**config.mk**
```make
export PLATFORM = sky130hd
export DESIGN_NAME = greedy_word_wrap_breaker_unit_flat
export DESIGN_NICKNAME = d
export VERILOG_FILES = /design/src/rtl/core/gww_pkg.sv /design/src/rtl/core/gww_if.sv /design/src/rtl/core/gww_csr.sv /design/src/rtl/core/gww_in_stage.sv /design/src/rtl/core/gww_core.sv /design/src/rtl/core/gww_out_queue.sv /design/src/rtl/core/greedy_word_wrap_breaker_unit.sv /design/src/flat_wrapper.sv
export SDC_FILE = /design/constraint.sdc
export NUM_CORES = 2
export LEC_CHECK = 0
export BUFFER_PORTS_ARGS = -buffer_cell sky130_fd_sc_hd__buf_2
export CAP_MARGIN = 40
export CORE_MARGIN = 5
export CORE_UTILIZATION = 40
export DETAILED_ROUTE_END_ITERATION = 16
export GPL_TIMING_DRIVEN = 0
export HOLD_SLACK_MARGIN = 0.15
export PLACE_DENSITY = 0.69
export SYNTH_ARGS = -nofsm -noshare
export SYNTH_HDL_FRONTEND = slang
export SYNTH_SLANG_ARGS = --single-unit
```
**constraint.sdc**
```tcl
create_clock -name clock -period 14.2 [get_ports clock]
set_input_delay 1.42 -clock clock [delete_from_list [all_inputs] [get_ports clock]]
set_output_delay 1.42 -clock clock [all_outputs]
set_load 0.01 [all_outputs]
```
**src/rtl/core/gww_pkg.sv**
```systemverilog
// Shared constants, types and register codes for the word-wrap line breaker.
package gww_pkg;

   localparam int INDEX_BITS_DEFAULT = 32;
   localparam int QUEUE_DEPTH        = 4;

   localparam logic [20:0] NL_CODE    = 21'd10;
   localparam logic [20:0] SPACE_CODE = 21'd32;
   localparam logic [20:0] CTRL_LIMIT = 21'd32;

   localparam logic [30:0] WRAP_WIDTH_RESET = 31'h7FFF_FFFF;
   localparam logic [15:0] SCALE_X_RESET    = 16'd256;
   localparam logic signed [31:0] POS_MAX   = 32'sh7FFF_FFFF;

   typedef enum logic {
      REG_WRAP_WIDTH = 1'b0,
      REG_SCALE_X    = 1'b1
   } reg_index_type;

   // Item held in the input register, with the glyph width already scaled to Q19.12.
   typedef struct packed {
      logic [20:0]        codepoint;
      logic signed [31:0] pen_x;
      logic [30:0]        scaled_width;
      logic               last_glyph;
   } item_type;

   typedef struct packed {
      logic [31:0] line_start;
      logic [31:0] line_count;
      logic        is_last;
   } rsp_item_type;

   // Up to two results produced by one item, in order.
   typedef struct packed {
      logic [1:0]   count;
      rsp_item_type res0;
      rsp_item_type res1;
   } push_type;

endpackage

```
**src/rtl/core/gww_if.sv**
```systemverilog
// Handshake channels for glyph items and line results.
interface gww_req_if;
   logic               valid;
   logic               ready;
   logic [20:0]        codepoint;
   logic signed [31:0] pen_x;
   logic [10:0]        glyph_width;
   logic               last_glyph;

   modport source (output valid, codepoint, pen_x, glyph_width, last_glyph, input ready);
   modport sink   (input valid, codepoint, pen_x, glyph_width, last_glyph, output ready);
endinterface

interface gww_rsp_if;
   logic        valid;
   logic        ready;
   logic [31:0] line_start;
   logic [31:0] line_count;
   logic        is_last;

   modport source (output valid, line_start, line_count, is_last, input ready);
   modport sink   (input valid, line_start, line_count, is_last, output ready);
endinterface

```
**src/rtl/core/gww_csr.sv**
```systemverilog
// Configuration registers behind the APB-style port.
module gww_csr
   import gww_pkg::*;
(
   input  logic        clock,
   input  logic        reset,
   input  logic        psel,
   input  logic        penable,
   input  logic        pwrite,
   input  logic [2:0]  paddr,
   input  logic [31:0] pwdata,
   output logic [31:0] prdata,
   output logic        pready,
   output logic [30:0] wrap_width,
   output logic [15:0] scale_x
);

   logic [30:0]   wrap_width_ff, wrap_width_in;
   logic [15:0]   scale_x_ff, scale_x_in;
   logic          write_en;
   reg_index_type reg_sel;

   assign pready   = 1'b1;
   assign write_en = psel && penable && pwrite && pready;
   assign reg_sel  = reg_index_type'(paddr[2]);

   always_comb begin
      wrap_width_in = wrap_width_ff;
      scale_x_in    = scale_x_ff;
      if (write_en) begin
         unique case (reg_sel)
            REG_WRAP_WIDTH: wrap_width_in = pwdata[30:0];
            REG_SCALE_X:    scale_x_in    = pwdata[15:0];
            default:        wrap_width_in = wrap_width_ff;
         endcase
      end
   end

   always_comb begin
      unique case (reg_sel)
         REG_WRAP_WIDTH: prdata = {1'b0, wrap_width_ff};
         REG_SCALE_X:    prdata = {16'd0, scale_x_ff};
         default:        prdata = '0;
      endcase
   end

   always_ff @(posedge clock) begin
      if (reset) begin
         wrap_width_ff <= WRAP_WIDTH_RESET;
         scale_x_ff    <= SCALE_X_RESET;
      end else begin
         wrap_width_ff <= wrap_width_in;
         scale_x_ff    <= scale_x_in;
      end
   end

   assign wrap_width = wrap_width_ff;
   assign scale_x    = scale_x_ff;

endmodule

```
**src/rtl/core/gww_in_stage.sv**
```systemverilog
// Input register: takes a glyph item and scales its width on the way in.
module gww_in_stage
   import gww_pkg::*;
(
   input  logic        clock,
   input  logic        reset,
   gww_req_if.sink     req_if,
   input  logic [15:0] scale_x,
   output item_type    item,
   output logic        item_valid,
   input  logic        item_take
);

   logic        valid_ff, valid_in;
   item_type    item_ff, item_in;
   logic [26:0] product;
   logic        accept;

   assign req_if.ready = !valid_ff || item_take;
   assign accept       = req_if.valid && req_if.ready;
   assign product      = 27'(req_if.glyph_width) * 27'(scale_x);

   always_comb begin
      valid_in = valid_ff;
      item_in  = item_ff;
      if (accept) begin
         valid_in             = 1'b1;
         item_in.codepoint    = req_if.codepoint;
         item_in.pen_x        = req_if.pen_x;
         item_in.scaled_width = {product, 4'd0};
         item_in.last_glyph   = req_if.last_glyph;
      end else if (item_take) begin
         valid_in = 1'b0;
      end
   end

   always_ff @(posedge clock) begin
      if (reset) begin
         valid_ff <= 1'b0;
      end else begin
         valid_ff <= valid_in;
      end
   end

   always_ff @(posedge clock) begin
      item_ff <= item_in;
   end

   assign item       = item_ff;
   assign item_valid = valid_ff;

endmodule

```
**src/rtl/core/gww_core.sv**
```systemverilog
// Line-break decision and line tracking state.
module gww_core
   import gww_pkg::*;
#(
   parameter int INDEX_BITS = INDEX_BITS_DEFAULT
) (
   input  logic        clock,
   input  logic        reset,
   input  item_type    item,
   input  logic        item_valid,
   output logic        item_take,
   input  logic        room,
   input  logic [30:0] wrap_width,
   output push_type    push
);

   typedef logic [INDEX_BITS-1:0] index_type;

   index_type          glyph_index_ff, glyph_index_in;
   index_type          line_start_index_ff, line_start_index_in;
   index_type          after_space_index_ff, after_space_index_in;
   index_type          pending_count_ff, pending_count_in;
   logic signed [31:0] line_start_pos_ff, line_start_pos_in;
   logic signed [31:0] space_pos_ff, space_pos_in;

   logic               is_nl, is_space, is_ctrl;
   logic signed [32:0] right_sum;
   logic signed [31:0] right_edge;
   logic signed [32:0] span;
   logic               too_wide, do_break, at_space;
   logic signed [31:0] space_pos_new;
   index_type          brk, brk_next, glyph_next;

   function automatic logic [31:0] to_out(index_type v);
      logic [INDEX_BITS+31:0] w;
      w = {32'd0, v};
      return w[31:0];
   endfunction

   assign item_take = item_valid && room;

   assign is_nl    = item.codepoint == NL_CODE;
   assign is_space = item.codepoint == SPACE_CODE;
   assign is_ctrl  = (item.codepoint < CTRL_LIMIT) && !is_nl;

   // Saturate only at the top: the scaled width is never negative.
   assign right_sum  = {item.pen_x[31], item.pen_x} + $signed({2'b00, item.scaled_width});
   assign right_edge = (!right_sum[32] && right_sum[31]) ? POS_MAX : right_sum[31:0];
   assign span       = {right_edge[31], right_edge} - {line_start_pos_ff[31], line_start_pos_ff};
   assign too_wide   = !span[32] && (span[31:0] > {1'b0, wrap_width});
   assign do_break   = (!is_space && too_wide) || is_nl;
   assign at_space   = (after_space_index_ff > line_start_index_ff) && !is_nl;

   assign space_pos_new = (after_space_index_ff == glyph_index_ff) ? item.pen_x : space_pos_ff;
   assign brk           = at_space ? after_space_index_ff : glyph_index_ff;
   assign brk_next      = is_nl ? index_type'(brk + 1'b1) : brk;
   assign glyph_next    = index_type'(glyph_index_ff + 1'b1);

   always_comb begin
      glyph_index_in       = glyph_index_ff;
      line_start_index_in  = line_start_index_ff;
      after_space_index_in = after_space_index_ff;
      pending_count_in     = pending_count_ff;
      line_start_pos_in    = line_start_pos_ff;
      space_pos_in         = space_pos_ff;
      push                 = '0;
      if (item_take) begin
         if (is_ctrl) begin
            glyph_index_in   = glyph_next;
            pending_count_in = index_type'(pending_count_ff + 1'b1);
         end else begin
            space_pos_in   = space_pos_new;
            glyph_index_in = glyph_next;
            if (do_break) begin
               push.count           = 2'd1;
               push.res0.line_start = to_out(line_start_index_ff);
               push.res0.line_count = to_out(index_type'(brk - line_start_index_ff));
               line_start_index_in  = brk_next;
               pending_count_in     = index_type'(glyph_next - brk_next);
               line_start_pos_in    = at_space ? space_pos_new : item.pen_x;
            end else begin
               pending_count_in = index_type'(pending_count_ff + 1'b1);
               if (is_space) begin
                  after_space_index_in = glyph_next;
               end
            end
         end
         // Flush the pending line if it is not empty, tag the final result and start a new run.
         if (item.last_glyph) begin
            if (pending_count_in != '0) begin
               if (push.count == 2'd0) begin
                  push.res0.line_start = to_out(line_start_index_in);
                  push.res0.line_count = to_out(pending_count_in);
                  push.count           = 2'd1;
               end else begin
                  push.res1.line_start = to_out(line_start_index_in);
                  push.res1.line_count = to_out(pending_count_in);
                  push.count           = 2'd2;
               end
            end
            if (push.count == 2'd2) begin
               push.res1.is_last = 1'b1;
            end else begin
               push.res0.is_last = 1'b1;
            end
            glyph_index_in       = '0;
            line_start_index_in  = '0;
            after_space_index_in = '0;
            pending_count_in     = '0;
            line_start_pos_in    = '0;
            space_pos_in         = '0;
         end
      end
   end

   always_ff @(posedge clock) begin
      if (reset) begin
         glyph_index_ff       <= '0;
         line_start_index_ff  <= '0;
         after_space_index_ff <= '0;
         pending_count_ff     <= '0;
         line_start_pos_ff    <= '0;
         space_pos_ff         <= '0;
      end else begin
         glyph_index_ff       <= glyph_index_in;
         line_start_index_ff  <= line_start_index_in;
         after_space_index_ff <= after_space_index_in;
         pending_count_ff     <= pending_count_in;
         line_start_pos_ff    <= line_start_pos_in;
         space_pos_ff         <= space_pos_in;
      end
   end

   a_pending_tracks_index: assert property (@(posedge clock) disable iff (reset)
      pending_count_ff == index_type'(glyph_index_ff - line_start_index_ff))
      else $error("pending count out of step with glyph and line start indices");

   a_last_clears_run: assert property (@(posedge clock) disable iff (reset)
      item_take && item.last_glyph |=> glyph_index_ff == '0 && line_start_index_ff == '0)
      else $error("run state not cleared after final glyph");

   a_two_only_on_last: assert property (@(posedge clock) disable iff (reset)
      push.count == 2'd2 |-> item_take && item.last_glyph && push.res1.is_last)
      else $error("two results from an item that is not the final glyph");

endmodule

```
**src/rtl/core/gww_out_queue.sv**
```systemverilog
// Result queue: takes up to two results a cycle while it has room, hands out one when ready.
module gww_out_queue
   import gww_pkg::*;
(
   input  logic     clock,
   input  logic     reset,
   input  push_type push,
   output logic     room,
   gww_rsp_if.source rsp_if
);

   localparam int PTR_BITS   = $clog2(QUEUE_DEPTH);
   localparam int COUNT_BITS = $clog2(QUEUE_DEPTH + 1);

   rsp_item_type          entries_ff [QUEUE_DEPTH];
   logic [PTR_BITS-1:0]   wr_ptr_ff, wr_ptr_in;
   logic [PTR_BITS-1:0]   rd_ptr_ff, rd_ptr_in;
   logic [COUNT_BITS-1:0] count_ff, count_in;
   logic [PTR_BITS-1:0]   wr_ptr_next;
   logic                  pop;

   assign pop         = rsp_if.valid && rsp_if.ready;
   assign room        = count_ff <= COUNT_BITS'(QUEUE_DEPTH - 2);
   assign wr_ptr_next = PTR_BITS'(wr_ptr_ff + 1'b1);

   always_comb begin
      wr_ptr_in = PTR_BITS'(wr_ptr_ff + PTR_BITS'(push.count));
      rd_ptr_in = pop ? PTR_BITS'(rd_ptr_ff + 1'b1) : rd_ptr_ff;
      count_in  = COUNT_BITS'(count_ff + COUNT_BITS'(push.count) - COUNT_BITS'(pop));
   end

   always_ff @(posedge clock) begin
      if (reset) begin
         wr_ptr_ff <= '0;
         rd_ptr_ff <= '0;
         count_ff  <= '0;
      end else begin
         wr_ptr_ff <= wr_ptr_in;
         rd_ptr_ff <= rd_ptr_in;
         count_ff  <= count_in;
      end
   end

   always_ff @(posedge clock) begin
      if (push.count != 2'd0) begin
         entries_ff[wr_ptr_ff] <= push.res0;
      end
      if (push.count == 2'd2) begin
         entries_ff[wr_ptr_next] <= push.res1;
      end
   end

   assign rsp_if.valid      = count_ff != '0;
   assign rsp_if.line_start = entries_ff[rd_ptr_ff].line_start;
   assign rsp_if.line_count = entries_ff[rd_ptr_ff].line_count;
   assign rsp_if.is_last    = entries_ff[rd_ptr_ff].is_last;

   a_no_overflow: assert property (@(posedge clock) disable iff (reset)
      push.count != 2'd0 |-> count_ff <= COUNT_BITS'(QUEUE_DEPTH - 2))
      else $error("results pushed without room in the queue");

   a_push_shows_result: assert property (@(posedge clock) disable iff (reset)
      push.count != 2'd0 |=> rsp_if.valid)
      else $error("pushed result not presented");

endmodule

```
**src/rtl/core/greedy_word_wrap_breaker_unit.sv**
```systemverilog
// Greedy word-wrap line breaker: top level.
// Each glyph item is registered in the input stage, and its results in the result queue.
// Throughput: one glyph item per cycle while the result queue has room; an item that breaks
// a line and flushes it yields two results, which leave the result port one at a time.
// The four-entry result queue sets how far the input runs ahead of a stalled output.
// Reset (synchronous): run state zeroed, queue emptied, wrap_width and scale_x to defaults.
module greedy_word_wrap_breaker_unit
   import gww_pkg::*;
#(
   parameter int INDEX_BITS = INDEX_BITS_DEFAULT
) (
   input  logic        clock,
   input  logic        reset,
   gww_req_if.sink     req_if,
   gww_rsp_if.source   rsp_if,
   input  logic        psel,
   input  logic        penable,
   input  logic        pwrite,
   input  logic [2:0]  paddr,
   input  logic [31:0] pwdata,
   output logic [31:0] prdata,
   output logic        pready
);

   logic [30:0] wrap_width;
   logic [15:0] scale_x;
   item_type    item;
   logic        item_valid;
   logic        item_take;
   logic        room;
   push_type    push;

   gww_csr u_csr (
      .clock      (clock),
      .reset      (reset),
      .psel       (psel),
      .penable    (penable),
      .pwrite     (pwrite),
      .paddr      (paddr),
      .pwdata     (pwdata),
      .prdata     (prdata),
      .pready     (pready),
      .wrap_width (wrap_width),
      .scale_x    (scale_x)
   );

   gww_in_stage u_in_stage (
      .clock      (clock),
      .reset      (reset),
      .req_if     (req_if),
      .scale_x    (scale_x),
      .item       (item),
      .item_valid (item_valid),
      .item_take  (item_take)
   );

   gww_core #(
      .INDEX_BITS (INDEX_BITS)
   ) u_core (
      .clock      (clock),
      .reset      (reset),
      .item       (item),
      .item_valid (item_valid),
      .item_take  (item_take),
      .room       (room),
      .wrap_width (wrap_width),
      .push       (push)
   );

   gww_out_queue u_out_queue (
      .clock  (clock),
      .reset  (reset),
      .push   (push),
      .room   (room),
      .rsp_if (rsp_if)
   );

endmodule
```
**src/flat_wrapper.sv**
```systemverilog
// flat-port wrapper written by rule: the top's interface ports become plain ports
module greedy_word_wrap_breaker_unit_flat import gww_pkg::*;
#(
   parameter int INDEX_BITS = INDEX_BITS_DEFAULT
)
  (clock, reset, psel, penable, pwrite, paddr, pwdata, prdata, pready, req_if_valid, req_if_codepoint, req_if_pen_x, req_if_glyph_width, req_if_last_glyph, req_if_ready, rsp_if_valid, rsp_if_line_start, rsp_if_line_count, rsp_if_is_last, rsp_if_ready);
  gww_req_if req_if_i ();
  gww_rsp_if rsp_if_i ();
  input  logic clock;
  input  logic reset;
  input  logic psel;
  input  logic penable;
  input  logic pwrite;
  input  logic [2:0] paddr;
  input  logic [31:0] pwdata;
  output logic [31:0] prdata;
  output logic pready;
  input wire logic [$bits(req_if_i.valid)-1:0] req_if_valid;
  input wire logic [$bits(req_if_i.codepoint)-1:0] req_if_codepoint;
  input wire logic [$bits(req_if_i.pen_x)-1:0] req_if_pen_x;
  input wire logic [$bits(req_if_i.glyph_width)-1:0] req_if_glyph_width;
  input wire logic [$bits(req_if_i.last_glyph)-1:0] req_if_last_glyph;
  output wire logic [$bits(req_if_i.ready)-1:0] req_if_ready;
  output wire logic [$bits(rsp_if_i.valid)-1:0] rsp_if_valid;
  output wire logic [$bits(rsp_if_i.line_start)-1:0] rsp_if_line_start;
  output wire logic [$bits(rsp_if_i.line_count)-1:0] rsp_if_line_count;
  output wire logic [$bits(rsp_if_i.is_last)-1:0] rsp_if_is_last;
  input wire logic [$bits(rsp_if_i.ready)-1:0] rsp_if_ready;
  assign req_if_i.valid = req_if_valid;
  assign req_if_i.codepoint = req_if_codepoint;
  assign req_if_i.pen_x = req_if_pen_x;
  assign req_if_i.glyph_width = req_if_glyph_width;
  assign req_if_i.last_glyph = req_if_last_glyph;
  assign req_if_ready = req_if_i.ready;
  assign rsp_if_valid = rsp_if_i.valid;
  assign rsp_if_line_start = rsp_if_i.line_start;
  assign rsp_if_line_count = rsp_if_i.line_count;
  assign rsp_if_is_last = rsp_if_i.is_last;
  assign rsp_if_i.ready = rsp_if_ready;
  greedy_word_wrap_breaker_unit #(.INDEX_BITS(INDEX_BITS)) u_core (.clock(clock), .reset(reset), .req_if(req_if_i), .rsp_if(rsp_if_i), .psel(psel), .penable(penable), .pwrite(pwrite), .paddr(paddr), .pwdata(pwdata), .prdata(prdata), .pready(pready));
endmodule
```
==> results.toml <==
[synthesis]
synth_area_leaders = "edfxtp_1 25%, dfxtp_1 12%, ha_1 7.9%"
netlist_area_um2 = 40800
synth_edf_count = 341
yosys_warnings = 0
synthCells = 4243
syn_avg_cell_area_um2 = 9.61
synth-async-reset-ratio_pct = 0
yosysTopAreaCell = "edfxtp_1"
synth.distinct_cells = 95
synth-seq-area-share_pct = 37.3
ys.flop_type = "edfxtp_1"
netlist.area_leader.share_pct = 25.1
synth.net_count = 4737
ys_seq_elements = 590

[timing]
setup_viol = 0
worst_pin_slew_ns = 1.04
period_share_pct = 95.6
whs_ns = 0.452
period_needed_ns = 13.58
hold_violations = 0
clock_skew_ns = 0.0485
slew_violations = 0
fmax_ghz = 0.0736
slew_headroom_pct = 30.2
rsz0062_at_grt = "no"

[setup_path]
reg2reg_depth = 52
crit_cells = 52
max_stage_delay_ns = 0.54
worstPathRequired_ns = 14.54
critPathLaunchType = "flip-flop"
path_buf_inv = 10
cp-end-kind = "flip-flop"
crit_slowest_cell = "clkbuf_1"
critPathKind = "flip-flop to flip-flop"
critPathMaxFanout = 22
r2r_slack_ns = 0.62
critPathTopFamily = "compound AO/OA/AOI/OAI gates"
arrival_ns = 13.92

[layout]
drive_gt1_share_pct = 12.4
area_growth_pct = 14.5
final_common_cell = "nand2_1"
nNetsFinal = 5059
finalInstanceArea_um2 = 46700
post-route-util_pct = 46.0
mostFrequentLayoutCells = "398 x nand2_1, 346 x nor2_1, 341 x edfxtp_1, 292 x inv_1, 257 x ha_1"
n_fill_cell = 9657
insertedDiodeCount = 0

[floorplanning]
io_pins = 207
fp.dieH_um = 329
start_util_pct = 40.2
core_um2 = 101000
rows = 117
die_w_um = 329
die_area_um2 = 108000

[route]
drc = 0
ant_nets = 0
drt-wirelength-per-cell_um = 23.8
vias = 34800
first_pass_iters = 6
wirelength_um = 143000
first_iter_violations = 3448
viasPerCell = 5.80

[grt]
antenna_found_initial = 1
grt_pass1_wl_um = 212000
grt_pass1_vias = 34300
grt_overflow = 0
gr-usage-all-layers_pct = 25.7
grt_max_degree = 53

[clocking]
clk_pin_slew_ns = 0.06
cts_tree = "yes"
numCtsBuffers = 72
cts.sinks = 590
cts-root-buf = "clkbuf_16"
cts.htree.levels = 3
cts_hold_buf = 0
clockBufferDepth = 3
worst_skew_pair.late_latency_ns = 0.67

[hold_path]
worstHoldPathCells = 2
hold_class = "flip-flop to flip-flop"

[pwr]
p_per_area_nw_per_um2 = 129
ir_worst_vdd_mv = 0.0910
leakagePower_uw = 0.0186

[place]
place.gp.congestion = 1.01
post-dp-hpwl_um = 111000
dpl-instance-area_um2 = 44100
io_buffers = 200

[outcome]
status = "finished, final reports clean"

[flow_run]
drv_cap = 0
[final timing paths]
path | start | endpoint
worst max-delay path | u_core.u_in_stage.item[36]$_DFFE_PP_ | u_core.u_out_queue.entries_ff[0][38]$_DFFE_PP_
worst min-delay path | u_core.u_core.line_start_pos_ff[29]$_SDFFE_PP0P_ | u_core.u_core.line_start_pos_ff[29]$_SDFFE_PP0P_
worst max register to register | u_core.u_in_stage.item[36]$_DFFE_PP_ | u_core.u_out_queue.entries_ff[0][38]$_DFFE_PP_
worst min register to register | u_core.u_core.line_start_pos_ff[29]$_SDFFE_PP0P_ | u_core.u_core.line_start_pos_ff[29]$_SDFFE_PP0P_
[registers in the layout, indices dropped and copies added (netlist names), named ones only]
signal and count:
u_core.u_csr.wrap_width 31, u_core.u_core.space_pos_ff 32, u_core.u_csr.scale_x 16, u_core.u_out_queue.wr_ptr_ff 2
u_core.u_out_queue.rd_ptr_ff 2, u_core.u_core.line_start_pos_ff 32, u_core.u_core.after_space_index_ff 32, u_core.u_out_queue.count_ff 3
u_core.u_core.line_start_index_ff 32, u_core.u_in_stage.item 81, u_core.u_out_queue.entries_ff 260, u_core.u_in_stage.item_valid 1
u_core.u_core.glyph_index_ff 32, u_core.u_core.pending_count_ff 32
[logic make-up (layout without fill, tap and decap cells)]
logic type / after synthesis / in the layout / share of synthesized area [%]
other cells: 2 / 2 / 0.0184
simple gates: 1281 / 1281 / 15.0
compound gates: 1028 / 1028 / 16.6
mux: 159 / 159 / 5.93
fa+ha+maj: 387 / 387 / 14.3
flops: 590 / 590 / 37.3
xor+xnor: 248 / 248 / 5.37
buf+inv: 548 / 930 / 5.45
[worst min-delay path: stages (launching register included)]
cell and delay (ns):
dfxtp_1 0.31, nand2_1 0.05, a21oi_1 0.05
[Yosys cell counts, types with 27 or more instances]
| cell | count |
|---|---|
| nand2_1 | 399 |
| or3_1 | 60 |
| nand2b_1 | 30 |
| nor3_1 | 75 |
| ha_1 | 257 |
| and2_1 | 90 |
| o211ai_1 | 27 |
| a211o_1 | 35 |
| inv_1 | 294 |
| o21a_1 | 30 |
| buf_2 | 43 |
| mux2i_1 | 84 |
| o22ai_1 | 207 |
| mux4_2 | 65 |
| nor2_1 | 348 |
| nand4_1 | 56 |
| edfxtp_1 | 341 |
| dfxtp_1 | 249 |
| a2bb2oi_1 | 47 |
| a21oi_1 | 217 |
| o21ai_0 | 145 |
| and3_1 | 27 |
| fa_1 | 130 |
| nand3_1 | 70 |
| a21o_1 | 60 |
| nor2b_1 | 37 |
| xor2_1 | 72 |
| a22oi_1 | 96 |
| xnor2_1 | 174 |
| clkbuf_1 | 176 |
[routing by layer]
| metal | part of all wire, % | GRT usage [%] |
|---|---|---|
| met3 | 8.1 | 4.90 |
| met1 | 40 | 32.6 |
| met2 | 47 | 42.3 |
| met5 | 0 | 0 |
| met4 | 5.9 | 12.7 |
[metrics by stage]
stage          std cells  worst slack (ns)  TNS (ns)  total power [uW]
6_report            5993             0.621         0              6020
5_1_grt             5993            0.0806         0              6290
4_1_cts             5985           0.00452         0              6020
3_5_place_dp        5851             -1.36   -289.82              4070
3_3_place_gp        5811             -6.54  -1429.51              4000
2_1_floorplan       4243             0.339         0              3350
[where the power goes]
part           switching (uW)  total, uW  internal (uW)
combinational            1290       2080            789
clock                     805       1940           1140
sequential               55.8       2000           1950
[final cells by class]
type	instances	area, um^2	area share [%]
sequential	590	15200	32.6
clock inverter	41	475	1.02
timing repair buffer	248	1640	3.50
multi-input combinational	3105	23400	50.1
buffer	251	1120	2.41
inverter	297	1110	2.39
clock buffer	93	2000	4.28
tap	1368	1710	3.67
[timing repair]
item	CTS	global route
endpoints found under the hold margin	0	0
setup buffers	0	7
gates cloned	0	0
resized for setup	12	17
endpoints found under the setup margin	484	311
No activity file was read; power rests on OpenSTA's default activity.
